File: src/rtl/fla_pkg.sv
// Shared codes for the free-list block allocator.
// Holds request/status/fit-mode codes and fixed field widths; no dependencies.
package fla_pkg;

   localparam int SIZE_W  = 16;
   localparam int NEED_W  = 17;
   localparam int HDR_W   = 7;
   localparam int MODE_W  = 2;
   localparam int CSR_IDX_W = 2;
   localparam int CSR_DAT_W = 7;

   // request kinds
   localparam logic REQ_ALLOC = 1'b0;
   localparam logic REQ_FREE  = 1'b1;

   // response status
   localparam logic [1:0] STAT_OK      = 2'd0;
   localparam logic [1:0] STAT_NULL    = 2'd1;
   localparam logic [1:0] STAT_OOM     = 2'd2;
   localparam logic [1:0] STAT_BADFREE = 2'd3;

   // search policy
   localparam logic [1:0] FIT_FIRST = 2'd0;
   localparam logic [1:0] FIT_BEST  = 2'd1;
   localparam logic [1:0] FIT_WORST = 2'd2;
   localparam logic [1:0] FIT_NEXT  = 2'd3;

   // register indexes
   localparam logic [CSR_IDX_W-1:0] CSR_FIT_MODE = 2'd0;
   localparam logic [CSR_IDX_W-1:0] CSR_HEADER   = 2'd1;

   localparam logic [HDR_W-1:0] HDR_RESET = 7'd24;

endpackage

File: src/rtl/free_list_block_allocator.sv
// Free-list block allocator: address-ordered block table in one synchronous RAM; uses fla_pkg.
// Each table entry scanned is read, then checked; each entry moved on a split or a
//   coalesce is read, then written; decision and wrap-up states follow.
// One request at a time: new requests are stalled until the result is handed on; worst
//   case is a full best-fit scan followed by a split that shifts nearly every entry up by one.
// Reset: table count, heap top and rover clear; table RAM contents are not cleared.
module free_list_block_allocator #(
   parameter int MAX_BLOCKS = 64,
   parameter int HEAP_BYTES = 65536
) (
   input  logic                              clock,
   input  logic                              reset,
   input  logic                              req_valid,
   output logic                              req_stall,
   input  logic                              req_type,
   input  logic [fla_pkg::SIZE_W-1:0]        req_request_size,
   input  logic [fla_pkg::SIZE_W-1:0]        req_data_addr,
   output logic                              rsp_valid,
   input  logic                              rsp_stall,
   output logic [1:0]                        rsp_status,
   output logic [fla_pkg::SIZE_W-1:0]        rsp_result_addr,
   output logic                              rsp_reused,
   output logic                              rsp_did_split,
   output logic [1:0]                        rsp_merges,
   input  logic                              csr_valid,
   output logic                              csr_ready,
   input  logic [fla_pkg::CSR_IDX_W-1:0]     csr_index,
   input  logic [fla_pkg::CSR_DAT_W-1:0]     csr_data
);

   localparam int IW  = (MAX_BLOCKS > 1) ? $clog2(MAX_BLOCKS) : 1;
   localparam int HAW = $clog2(HEAP_BYTES) + 1;
   localparam int AW  = (HAW > 17) ? HAW : 17;
   localparam int LW  = AW + 1;

   typedef struct packed {
      logic [AW-1:0] start;
      logic [LW-1:0] len;
      logic          free;
   } entry_type;

   localparam logic [4:0] ST_IDLE = 5'd0,  ST_SRD  = 5'd1,  ST_SEV  = 5'd2,
                          ST_ADEC = 5'd3,  ST_SPRD = 5'd4,  ST_SPWR = 5'd5,
                          ST_SPW1 = 5'd6,  ST_SPW0 = 5'd7,  ST_FDEC = 5'd8,
                          ST_NRD  = 5'd9,  ST_NEV  = 5'd10, ST_LRD  = 5'd11,
                          ST_LEV  = 5'd12, ST_MWR  = 5'd13, ST_DRD  = 5'd14,
                          ST_DWR  = 5'd15, ST_DONE = 5'd16;

   localparam logic [IW:0] MAX_CNT = (IW+1)'(MAX_BLOCKS);
   localparam logic [LW-1:0] HEAP_LIM = LW'(HEAP_BYTES);

   // table RAM
   entry_type mem [MAX_BLOCKS];
   entry_type rd_ff;
   logic          rd_en;
   logic [IW-1:0] rd_addr;
   logic          we;
   logic [IW-1:0] wa;
   entry_type     wd;

   logic [4:0]    state_ff, state_in;
   logic [1:0]    fit_ff, fit_in;
   logic [6:0]    hdr_ff, hdr_in;
   logic          op_ff, op_in;
   logic [16:0]   need_ff, need_in;
   logic [15:0]   da_ff, da_in;
   logic [IW:0]   cnt_ff, cnt_in;
   logic [AW-1:0] top_ff, top_in;
   logic [IW-1:0] rov_ff, rov_in;
   logic          rovv_ff, rovv_in;
   logic [IW:0]   it_ff, it_in;
   logic [IW-1:0] k_ff, k_in;
   logic          found_ff, found_in;
   logic          any_ff, any_in;
   logic [IW-1:0] pick_ff, pick_in;
   logic [AW-1:0] pst_ff, pst_in;
   logic [LW-1:0] plen_ff, plen_in;
   logic          split_ff, split_in;
   logic [IW:0]   src_ff, src_in;
   logic [IW:0]   dst_ff, dst_in;
   logic          rfree_ff, rfree_in;
   logic [LW-1:0] rlen_ff, rlen_in;
   logic          lfree_ff, lfree_in;
   logic [AW-1:0] lst_ff, lst_in;
   logic [LW-1:0] llen_ff, llen_in;
   logic [1:0]    dd_ff, dd_in;
   logic [1:0]    rs_ff, rs_in;
   logic [15:0]   ra_ff, ra_in;
   logic          ru_ff, ru_in;
   logic          rp_ff, rp_in;
   logic [1:0]    rm_ff, rm_in;
   logic          ov_ff, ov_in;
   logic [1:0]    os_ff, os_in;
   logic [15:0]   oa_ff, oa_in;
   logic          ou_ff, ou_in;
   logic          op2_ff, op2_in;
   logic [1:0]    om_ff, om_in;

   logic [LW-1:0] hdr_x, need_x, sum_a;
   logic [IW:0]   pick_x;
   logic [IW-1:0] k_nx, rov_t;
   logic          match, better;
   logic [16:0]   need_req;
   logic [IW-1:0] w_idx;

   assign req_stall = (state_ff != ST_IDLE);
   assign csr_ready = 1'b1;
   assign rsp_valid = ov_ff;
   assign rsp_status = os_ff;
   assign rsp_result_addr = oa_ff;
   assign rsp_reused = ou_ff;
   assign rsp_did_split = op2_ff;
   assign rsp_merges = om_ff;

   assign hdr_x  = {{(LW-7){1'b0}}, hdr_ff};
   assign need_x = {{(LW-17){1'b0}}, need_ff};
   assign pick_x = {1'b0, pick_ff};
   assign k_nx   = (({1'b0, k_ff} + 1'b1) == cnt_ff) ? '0 : k_ff + 1'b1;
   assign sum_a  = {1'b0, rd_ff.start} + hdr_x;
   assign need_req = ({1'b0, req_request_size} + 17'd3) & ~17'd3;
   assign w_idx  = lfree_ff ? pick_ff - 1'b1 : pick_ff;

   // RAM ports
   always_ff @(posedge clock) begin
      if (we) mem[wa] <= wd;
      if (rd_en) rd_ff <= mem[rd_addr];
   end

   always_comb begin
      state_in = state_ff; fit_in = fit_ff; hdr_in = hdr_ff; op_in = op_ff;
      need_in = need_ff; da_in = da_ff; cnt_in = cnt_ff; top_in = top_ff;
      rov_in = rov_ff; rovv_in = rovv_ff; it_in = it_ff; k_in = k_ff;
      found_in = found_ff; any_in = any_ff; pick_in = pick_ff; pst_in = pst_ff;
      plen_in = plen_ff; split_in = split_ff; src_in = src_ff; dst_in = dst_ff;
      rfree_in = rfree_ff; rlen_in = rlen_ff; lfree_in = lfree_ff; lst_in = lst_ff;
      llen_in = llen_ff; dd_in = dd_ff; rs_in = rs_ff; ra_in = ra_ff; ru_in = ru_ff;
      rp_in = rp_ff; rm_in = rm_ff;
      ov_in = ov_ff & rsp_stall; os_in = os_ff; oa_in = oa_ff; ou_in = ou_ff;
      op2_in = op2_ff; om_in = om_ff;
      rd_en = 1'b0; rd_addr = k_ff; we = 1'b0; wa = pick_ff; wd = rd_ff;
      match = 1'b0; better = 1'b0; rov_t = rov_ff;

      // register writes
      if (csr_valid) begin
         case (csr_index)
            fla_pkg::CSR_FIT_MODE: fit_in = csr_data[1:0];
            fla_pkg::CSR_HEADER:   hdr_in = csr_data;
            default: ;
         endcase
      end

      case (state_ff)
         ST_IDLE: begin
            if (req_valid) begin
               op_in = req_type; need_in = need_req; da_in = req_data_addr;
               it_in = '0; found_in = 1'b0; any_in = 1'b0; split_in = 1'b0;
               rfree_in = 1'b0; lfree_in = 1'b0; dd_in = '0;
               rs_in = fla_pkg::STAT_OK; ra_in = '0; ru_in = 1'b0; rp_in = 1'b0;
               rm_in = '0;
               k_in = '0;
               if (req_type == fla_pkg::REQ_ALLOC && fit_ff == fla_pkg::FIT_NEXT &&
                   rovv_ff && ({1'b0, rov_ff} < cnt_ff))
                  k_in = rov_ff;
               if (req_type == fla_pkg::REQ_ALLOC && req_request_size == '0) begin
                  rs_in = fla_pkg::STAT_NULL;
                  state_in = ST_DONE;
               end else begin
                  state_in = ST_SRD;
               end
            end
         end
         // table scan: issue read
         ST_SRD: begin
            if (it_ff == cnt_ff) begin
               if (op_ff == fla_pkg::REQ_ALLOC) begin
                  state_in = ST_ADEC;
               end else begin
                  rs_in = (da_ff == '0 && !any_ff) ? fla_pkg::STAT_OK
                                                   : fla_pkg::STAT_BADFREE;
                  state_in = ST_DONE;
               end
            end else begin
               rd_en = 1'b1; rd_addr = k_ff;
               state_in = ST_SEV;
            end
         end
         // table scan: check entry
         ST_SEV: begin
            it_in = it_ff + 1'b1;
            k_in = k_nx;
            state_in = ST_SRD;
            if (op_ff == fla_pkg::REQ_ALLOC) begin
               match = rd_ff.free && (rd_ff.len >= need_x);
               better = !found_ff ||
                        (fit_ff == fla_pkg::FIT_BEST && rd_ff.len < plen_ff) ||
                        (fit_ff == fla_pkg::FIT_WORST && rd_ff.len > plen_ff);
               if (match && better) begin
                  found_in = 1'b1; pick_in = k_ff;
                  pst_in = rd_ff.start; plen_in = rd_ff.len;
                  if (fit_ff == fla_pkg::FIT_FIRST || fit_ff == fla_pkg::FIT_NEXT)
                     state_in = ST_ADEC;
                  if (fit_ff == fla_pkg::FIT_NEXT) begin
                     rov_in = k_ff; rovv_in = 1'b1;
                  end
               end
            end else begin
               match = (sum_a[15:0] == da_ff);
               if (match) any_in = 1'b1;
               if (match && !rd_ff.free) begin
                  found_in = 1'b1; pick_in = k_ff;
                  pst_in = rd_ff.start; plen_in = rd_ff.len;
                  state_in = ST_FDEC;
               end
            end
         end
         // allocate decision: reuse, split, grow or report out of memory
         ST_ADEC: begin
            if (found_ff) begin
               ru_in = 1'b1;
               ra_in = 16'(pst_ff + AW'(hdr_ff));
               if (plen_ff > need_x + hdr_x && cnt_ff < MAX_CNT) begin
                  split_in = 1'b1; rp_in = 1'b1;
                  if (rov_ff > pick_ff) rov_in = rov_ff + 1'b1;
                  src_in = cnt_ff - 1'b1;
                  state_in = ((cnt_ff - 1'b1) > pick_x) ? ST_SPRD : ST_SPW1;
               end else begin
                  state_in = ST_SPW0;
               end
            end else begin
               if (fit_ff == fla_pkg::FIT_NEXT) rovv_in = 1'b0;
               if (cnt_ff >= MAX_CNT ||
                   ({1'b0, top_ff} + hdr_x + need_x) > HEAP_LIM) begin
                  rs_in = fla_pkg::STAT_OOM;
               end else begin
                  we = 1'b1; wa = cnt_ff[IW-1:0];
                  wd.start = top_ff; wd.len = need_x; wd.free = 1'b0;
                  cnt_in = cnt_ff + 1'b1;
                  top_in = AW'({1'b0, top_ff} + hdr_x + need_x);
                  if (fit_ff == fla_pkg::FIT_NEXT || !rovv_ff) begin
                     rov_in = cnt_ff[IW-1:0]; rovv_in = 1'b1;
                  end
                  ra_in = 16'(top_ff + AW'(hdr_ff));
               end
               state_in = ST_DONE;
            end
         end
         // split: move entries up by one
         ST_SPRD: begin
            rd_en = 1'b1; rd_addr = src_ff[IW-1:0];
            state_in = ST_SPWR;
         end
         ST_SPWR: begin
            we = 1'b1; wa = IW'(src_ff + 1'b1); wd = rd_ff;
            src_in = src_ff - 1'b1;
            state_in = ((src_ff - 1'b1) > pick_x) ? ST_SPRD : ST_SPW1;
         end
         ST_SPW1: begin
            we = 1'b1; wa = IW'(pick_x + 1'b1);
            wd.start = AW'({1'b0, pst_ff} + hdr_x + need_x);
            wd.len = plen_ff - hdr_x - need_x;
            wd.free = 1'b1;
            cnt_in = cnt_ff + 1'b1;
            state_in = ST_SPW0;
         end
         ST_SPW0: begin
            we = 1'b1; wa = pick_ff;
            wd.start = pst_ff; wd.len = split_ff ? need_x : plen_ff; wd.free = 1'b0;
            state_in = ST_DONE;
         end
         // free: look at neighbors
         ST_FDEC: begin
            if ((pick_x + 1'b1) < cnt_ff) state_in = ST_NRD;
            else if (pick_ff != '0) state_in = ST_LRD;
            else state_in = ST_MWR;
         end
         ST_NRD: begin
            rd_en = 1'b1; rd_addr = IW'(pick_x + 1'b1);
            state_in = ST_NEV;
         end
         ST_NEV: begin
            rfree_in = rd_ff.free; rlen_in = rd_ff.len;
            state_in = (pick_ff != '0) ? ST_LRD : ST_MWR;
         end
         ST_LRD: begin
            rd_en = 1'b1; rd_addr = pick_ff - 1'b1;
            state_in = ST_LEV;
         end
         ST_LEV: begin
            lfree_in = rd_ff.free; lst_in = rd_ff.start; llen_in = rd_ff.len;
            state_in = ST_MWR;
         end
         // write coalesced block, then close the gap
         ST_MWR: begin
            we = 1'b1; wa = w_idx;
            wd.start = lfree_ff ? lst_ff : pst_ff;
            wd.len = (lfree_ff ? llen_ff + hdr_x : '0) + plen_ff +
                     (rfree_ff ? hdr_x + rlen_ff : '0);
            wd.free = 1'b1;
            dd_in = {1'b0, rfree_ff} + {1'b0, lfree_ff};
            rm_in = {1'b0, rfree_ff} + {1'b0, lfree_ff};
            if (rfree_ff && ({1'b0, rov_t} >= pick_x + 1'b1) && rov_t != '0)
               rov_t = rov_t - 1'b1;
            if (lfree_ff && (rov_t >= pick_ff) && rov_t != '0)
               rov_t = rov_t - 1'b1;
            rov_in = rov_t;
            dst_in = {1'b0, w_idx} + 1'b1;
            src_in = {1'b0, w_idx} + 1'b1 + {{(IW-1){1'b0}}, rfree_ff}
                     + {{(IW-1){1'b0}}, lfree_ff};
            state_in = (rfree_ff || lfree_ff) ? ST_DRD : ST_DONE;
         end
         ST_DRD: begin
            if (src_ff >= cnt_ff) begin
               cnt_in = cnt_ff - {{(IW-1){1'b0}}, dd_ff};
               state_in = ST_DONE;
            end else begin
               rd_en = 1'b1; rd_addr = src_ff[IW-1:0];
               state_in = ST_DWR;
            end
         end
         ST_DWR: begin
            we = 1'b1; wa = dst_ff[IW-1:0]; wd = rd_ff;
            src_in = src_ff + 1'b1; dst_in = dst_ff + 1'b1;
            state_in = ST_DRD;
         end
         // hand result to output register
         ST_DONE: begin
            if (!ov_ff || !rsp_stall) begin
               ov_in = 1'b1; os_in = rs_ff; oa_in = ra_ff; ou_in = ru_ff;
               op2_in = rp_ff; om_in = rm_ff;
               state_in = ST_IDLE;
            end
         end
         default: state_in = ST_IDLE;
      endcase
   end

   // control state with reset
   always_ff @(posedge clock) begin
      if (reset) begin
         state_ff <= ST_IDLE;
         fit_ff   <= fla_pkg::FIT_FIRST;
         hdr_ff   <= fla_pkg::HDR_RESET;
         cnt_ff   <= '0;
         top_ff   <= '0;
         rov_ff   <= '0;
         rovv_ff  <= 1'b0;
         ov_ff    <= 1'b0;
      end else begin
         state_ff <= state_in;
         fit_ff   <= fit_in;
         hdr_ff   <= hdr_in;
         cnt_ff   <= cnt_in;
         top_ff   <= top_in;
         rov_ff   <= rov_in;
         rovv_ff  <= rovv_in;
         ov_ff    <= ov_in;
      end
   end

   // working and payload registers
   always_ff @(posedge clock) begin
      op_ff <= op_in; need_ff <= need_in; da_ff <= da_in;
      it_ff <= it_in; k_ff <= k_in; found_ff <= found_in; any_ff <= any_in;
      pick_ff <= pick_in; pst_ff <= pst_in; plen_ff <= plen_in;
      split_ff <= split_in; src_ff <= src_in; dst_ff <= dst_in;
      rfree_ff <= rfree_in; rlen_ff <= rlen_in; lfree_ff <= lfree_in;
      lst_ff <= lst_in; llen_ff <= llen_in; dd_ff <= dd_in;
      rs_ff <= rs_in; ra_ff <= ra_in; ru_ff <= ru_in; rp_ff <= rp_in; rm_ff <= rm_in;
      os_ff <= os_in; oa_ff <= oa_in; ou_ff <= ou_in; op2_ff <= op2_in; om_ff <= om_in;
   end

endmodule

File: config.mk
export PLATFORM = sky130hd
export DESIGN_NAME = free_list_block_allocator
export DESIGN_NICKNAME = d
export VERILOG_FILES = /design/src/rtl/fla_pkg.sv /design/src/rtl/free_list_block_allocator.sv
export SDC_FILE = /design/constraint.sdc
export NUM_CORES = 2
export LEC_CHECK = 0
export CORE_ASPECT_RATIO = 1.4
export CORE_UTILIZATION = 42
export DETAILED_ROUTE_END_ITERATION = 6
export DONT_BUFFER_PORTS = 1
export GPL_ROUTABILITY_DRIVEN = 0
export PLACE_DENSITY = 0.61
export REMOVE_ABC_BUFFERS = 1
export SYNTH_ARGS = -nofsm -noshare
export SYNTH_HDL_FRONTEND = slang
export SYNTH_SLANG_ARGS = --single-unit
File: constraint.sdc
create_clock -name clock -period 11.5 [get_ports clock]
set_clock_uncertainty 0.15 [all_clocks]
set_input_delay 1.15 -clock clock [delete_from_list [all_inputs] [get_ports clock]]
set_output_delay 1.15 -clock clock [all_outputs]
set_load 0.01 [all_outputs]
==> key figures <==
Timing
  • RSZ-0062 raised after global routing: no
  • Worst Max-Slew Pin Slew: 1530 ps
  • Final hold violations: 0
  • Peak Freq: 128 MHz
  • Final Max Tran Viols: 13
  • Setup slack after layout: 3720 ps
  • Setup violations, final: 0
  • Min Tclk post-route: 7780 ps
  • Fin Hold WS: 186 ps
  • Slew Limit Headroom: -2.39%
  • Tcrit/Tclk final: 67.7%

Worst setup path
  • Worst endpoint required time: 11840 ps
  • CP arrival: 8130 ps
  • Startpoint Class: flop
  • Highest fanout seen on the critical path: 35
  • CP Class: flop to flop
  • Crit path capture type: flop
  • Critical Path Source: hdr_ff[2]
  • R2R depth: 15
  • RR Startpoint: hdr_ff[2]

Pwr
  • Seq pwr share: a little under half
  • Net switching power: ~6800 uW
  • VDD IR max: around 170 uV
  • Leakage power: about 0.039 uW
  • Clock power frac: roughly 32%
  • Comb power frac: ~20%
  • Power Dens Cells: 193 mW/mm^2
  • Int Pwr: roughly 17000 uW
  • Switching part of the total: 29.2%

Synthesis
  • Netlist cell types: 92
  • Yosys warnings: 0
  • Synth Flop Type: edfxtp_1
  • Commonest cells post-synth: edfxtp_1 (2473), mux4_2 (538), nor2_1 (347)
  • EDFF count, synth: 2473
  • Syn_area_per_cell: 17.4 sq um
  • Cell Area, Synth: ~0.11 sq mm
  • Yosys top cell area share: approximately 69%
  • Fraction of registers with async set/reset: 0%
  • Synth top area cells: edfxtp_1 (69%), mux4_2 (11%), ha_1 (3.0%), mux2i_1 (1.6%), nor2_1 (1.2%)
  • Most frequent cell after synthesis: edfxtp_1
  • Sequential area share after synthesis: between 60% and 70%
  • Post-synthesis cell count: 6192
  • Yosys reg bits: about 2500
  • Cell taking the most area after synthesis: edfxtp_1

Global route
  • Initial antenna violation count: 28
  • GRT Total Usage: about 23%
  • Pin count of the biggest net entering global routing: 114
  • Number of global-route vias before repair: 59700
  • First-pass GRT wire length: around 430000 um
  • GRT overflow: 0

CTS
  • Max clock buf depth: 4
  • Clk slew on worst S/H paths: 60 ps
  • Num CTS Buffers: 229
  • CTS tree: built
  • Post-CTS Setup Bufs: 0
  • Post-CTS Resized: 0
  • Clock Latency Late Sink: roughly 900 ps
  • Clk root buf: clkbuf_16
  • CTS Hold Bufs: 0
  • H-tree depth: 4
  • CTS Sinks: 2519

Cells and area
  • Share of post-route cells with drive strength above 1: 18.6%
  • Fill count: around 21000
  • Layout Nets: 6669
  • Area grow syn2layout: 11.9%
  • Non-Filler Instances: 9924

Place
  • Inst Count DP: 9406
  • Input/output buffers: 0
  • Dpl ws: roughly 3800 ps
  • DP HPWL: 186000 um

Outcome
  • Failing checks: max-capacitance violations, max-slew violations
  • Status: finished, violations left

Floorplanning
  • Core Region: 0.255 sq mm
  • Ports: 72
  • FP Rows: roughly 220
  • Die ar.: 0.259 sq mm
  • Starting Density: 42.4%
  • Die Wd: 430 um
  • Die height: about 600 um

Route
  • Via count: 59500
  • Total wire length: 301000 um
  • Via density: 6.00
  • Routed Antenna Nets: 0
  • First-pass DRT Iterations: 6
  • Initial DRC Count: 6340
  • Routed WL per cell: 30.3 um
  • DRC errors left: 0

Min path
  • WHS Path Cells: 1
  • Hold_sp: reset
  • Class of the worst hold path: input pin to flop

Job
  • Max Cap Viol: 2
[worst paths after layout]
check	end	slack (ps)
setup reg to reg	mem[0][30]	3720
hold / removal	rsp_valid	190
hold reg to reg	rsp_result_addr[5]	270
setup / recovery	mem[0][30]	3720
[area by class of cell]
| type | instances | area [sq um] | area share, % |
|---|---|---|---|
| diodes | 121 | 303 | 0.251 |
| repair buffers | 197 | 1620 | 1.34 |
| clock inverters | 125 | 1200 | 0.996 |
| well taps | 3315 | 4150 | 3.43 |
| flip-flops and latches | 2519 | 75200 | 62.3 |
| inverters | 161 | 604 | 0.500 |
| clock buffers | 272 | 5950 | 4.93 |
| multi-input cells | 3214 | 31800 | 26.3 |
[cell usage in the layout, fill, tap and decap left out, drive strengths merged, types with 15 or more instances in the layout]
master and n:
a211oi 34, a21o 46, a21oi 176, a221o 19, a221oi 135, a31oi 25, and2 18, and3 33
and4 28, buf 197, bufinv 18, clkbuf 272, clkinv 89, dfxtp 46, diode 121, edfxtp 2473
fa 43, ha 257, inv 167, mux2i 168, mux4 538, nand2 290, nand2b 37, nand3 127
nand4 19, nor2 352, nor2b 38, nor3 87, nor4 23, o21a 28, o21ai 243, o22ai 34
or3 15, xnor2 139, xor2 71
[routing by layer]
layer	part of all wire (%)	track usage [%]	routed length, um
met2	50	38.8	150000
met5	0.0047	0	14
met3	6.5	3.13	19700
met1	37	28.0	112000
met4	6.2	13.1	18700
[cell families (layout without fill, tap and decap cells)]
logic type      count (synthesis)  count (layout)  share of synthesized area [%]
other cells                     1             122                        0.00347
compound gates                872             872                           5.39
flops                        2519            2519                           69.7
xor+xnor                      210             210                           1.70
simple gates                 1119            1119                           4.93
fa+ha+maj                     300             300                           3.78
mux                           712             712                           12.8
buf+inv                       459             755                           1.69
[flip-flops by register name, indices dropped and copies added (netlist names), 5 cells and up]
name,cells
top_ff,17
rlen_ff,18
da_ff,16
src_ff,7
lst_ff,16
pst_ff,16
pick_ff,6
it_ff,7
need_ff,15
plen_ff,18
hdr_ff,7
cnt_ff,7
ra_ff,16
k_ff,6
state_ff,5
mem,2240
rov_ff,6
dst_ff,6
llen_ff,18
rsp_result_addr,16
rd_ff,35
[through the flow]
step	utilization [%]	instance area, sq um	power [uW]	setup TNS, ps
2_1_floorplan	-	107000	15200	-2449360
3_3_place_gp	44.5	113000	16000	0
3_5_place_dp	44.5	113000	16000	0
4_1_cts	47.3	120000	23500	0
5_1_grt	47.4	121000	24000	0
6_report	47.4	121000	23400	0
[worst max-delay path, stage by stage, from the launching register on]
cell and delay, ps:
dfxtp_1 680, inv_1 230, fa_1 580, inv_1 70
ha_1 280, a211oi_2 400, o211ai_1 200, a31o_1 260
a21oi_2 150, xnor2_1 110, or4_4 560, o21ai_2 410
a311oi_1 180, a211oi_2 1030, nand3_1 900, nor2_4 1140
[power groups by stage]
stage,registers [uW],clock network (uW),logic (uW)
2_1_floorplan,11200,0,4010
3_3_place_gp,11300,0,4660
3_5_place_dp,11300,0,4740
4_1_cts,11100,7610,4760
5_1_grt,11100,7920,5010
6_report,11100,7490,4760
Note: power is estimated with default switching activity, not from simulation.
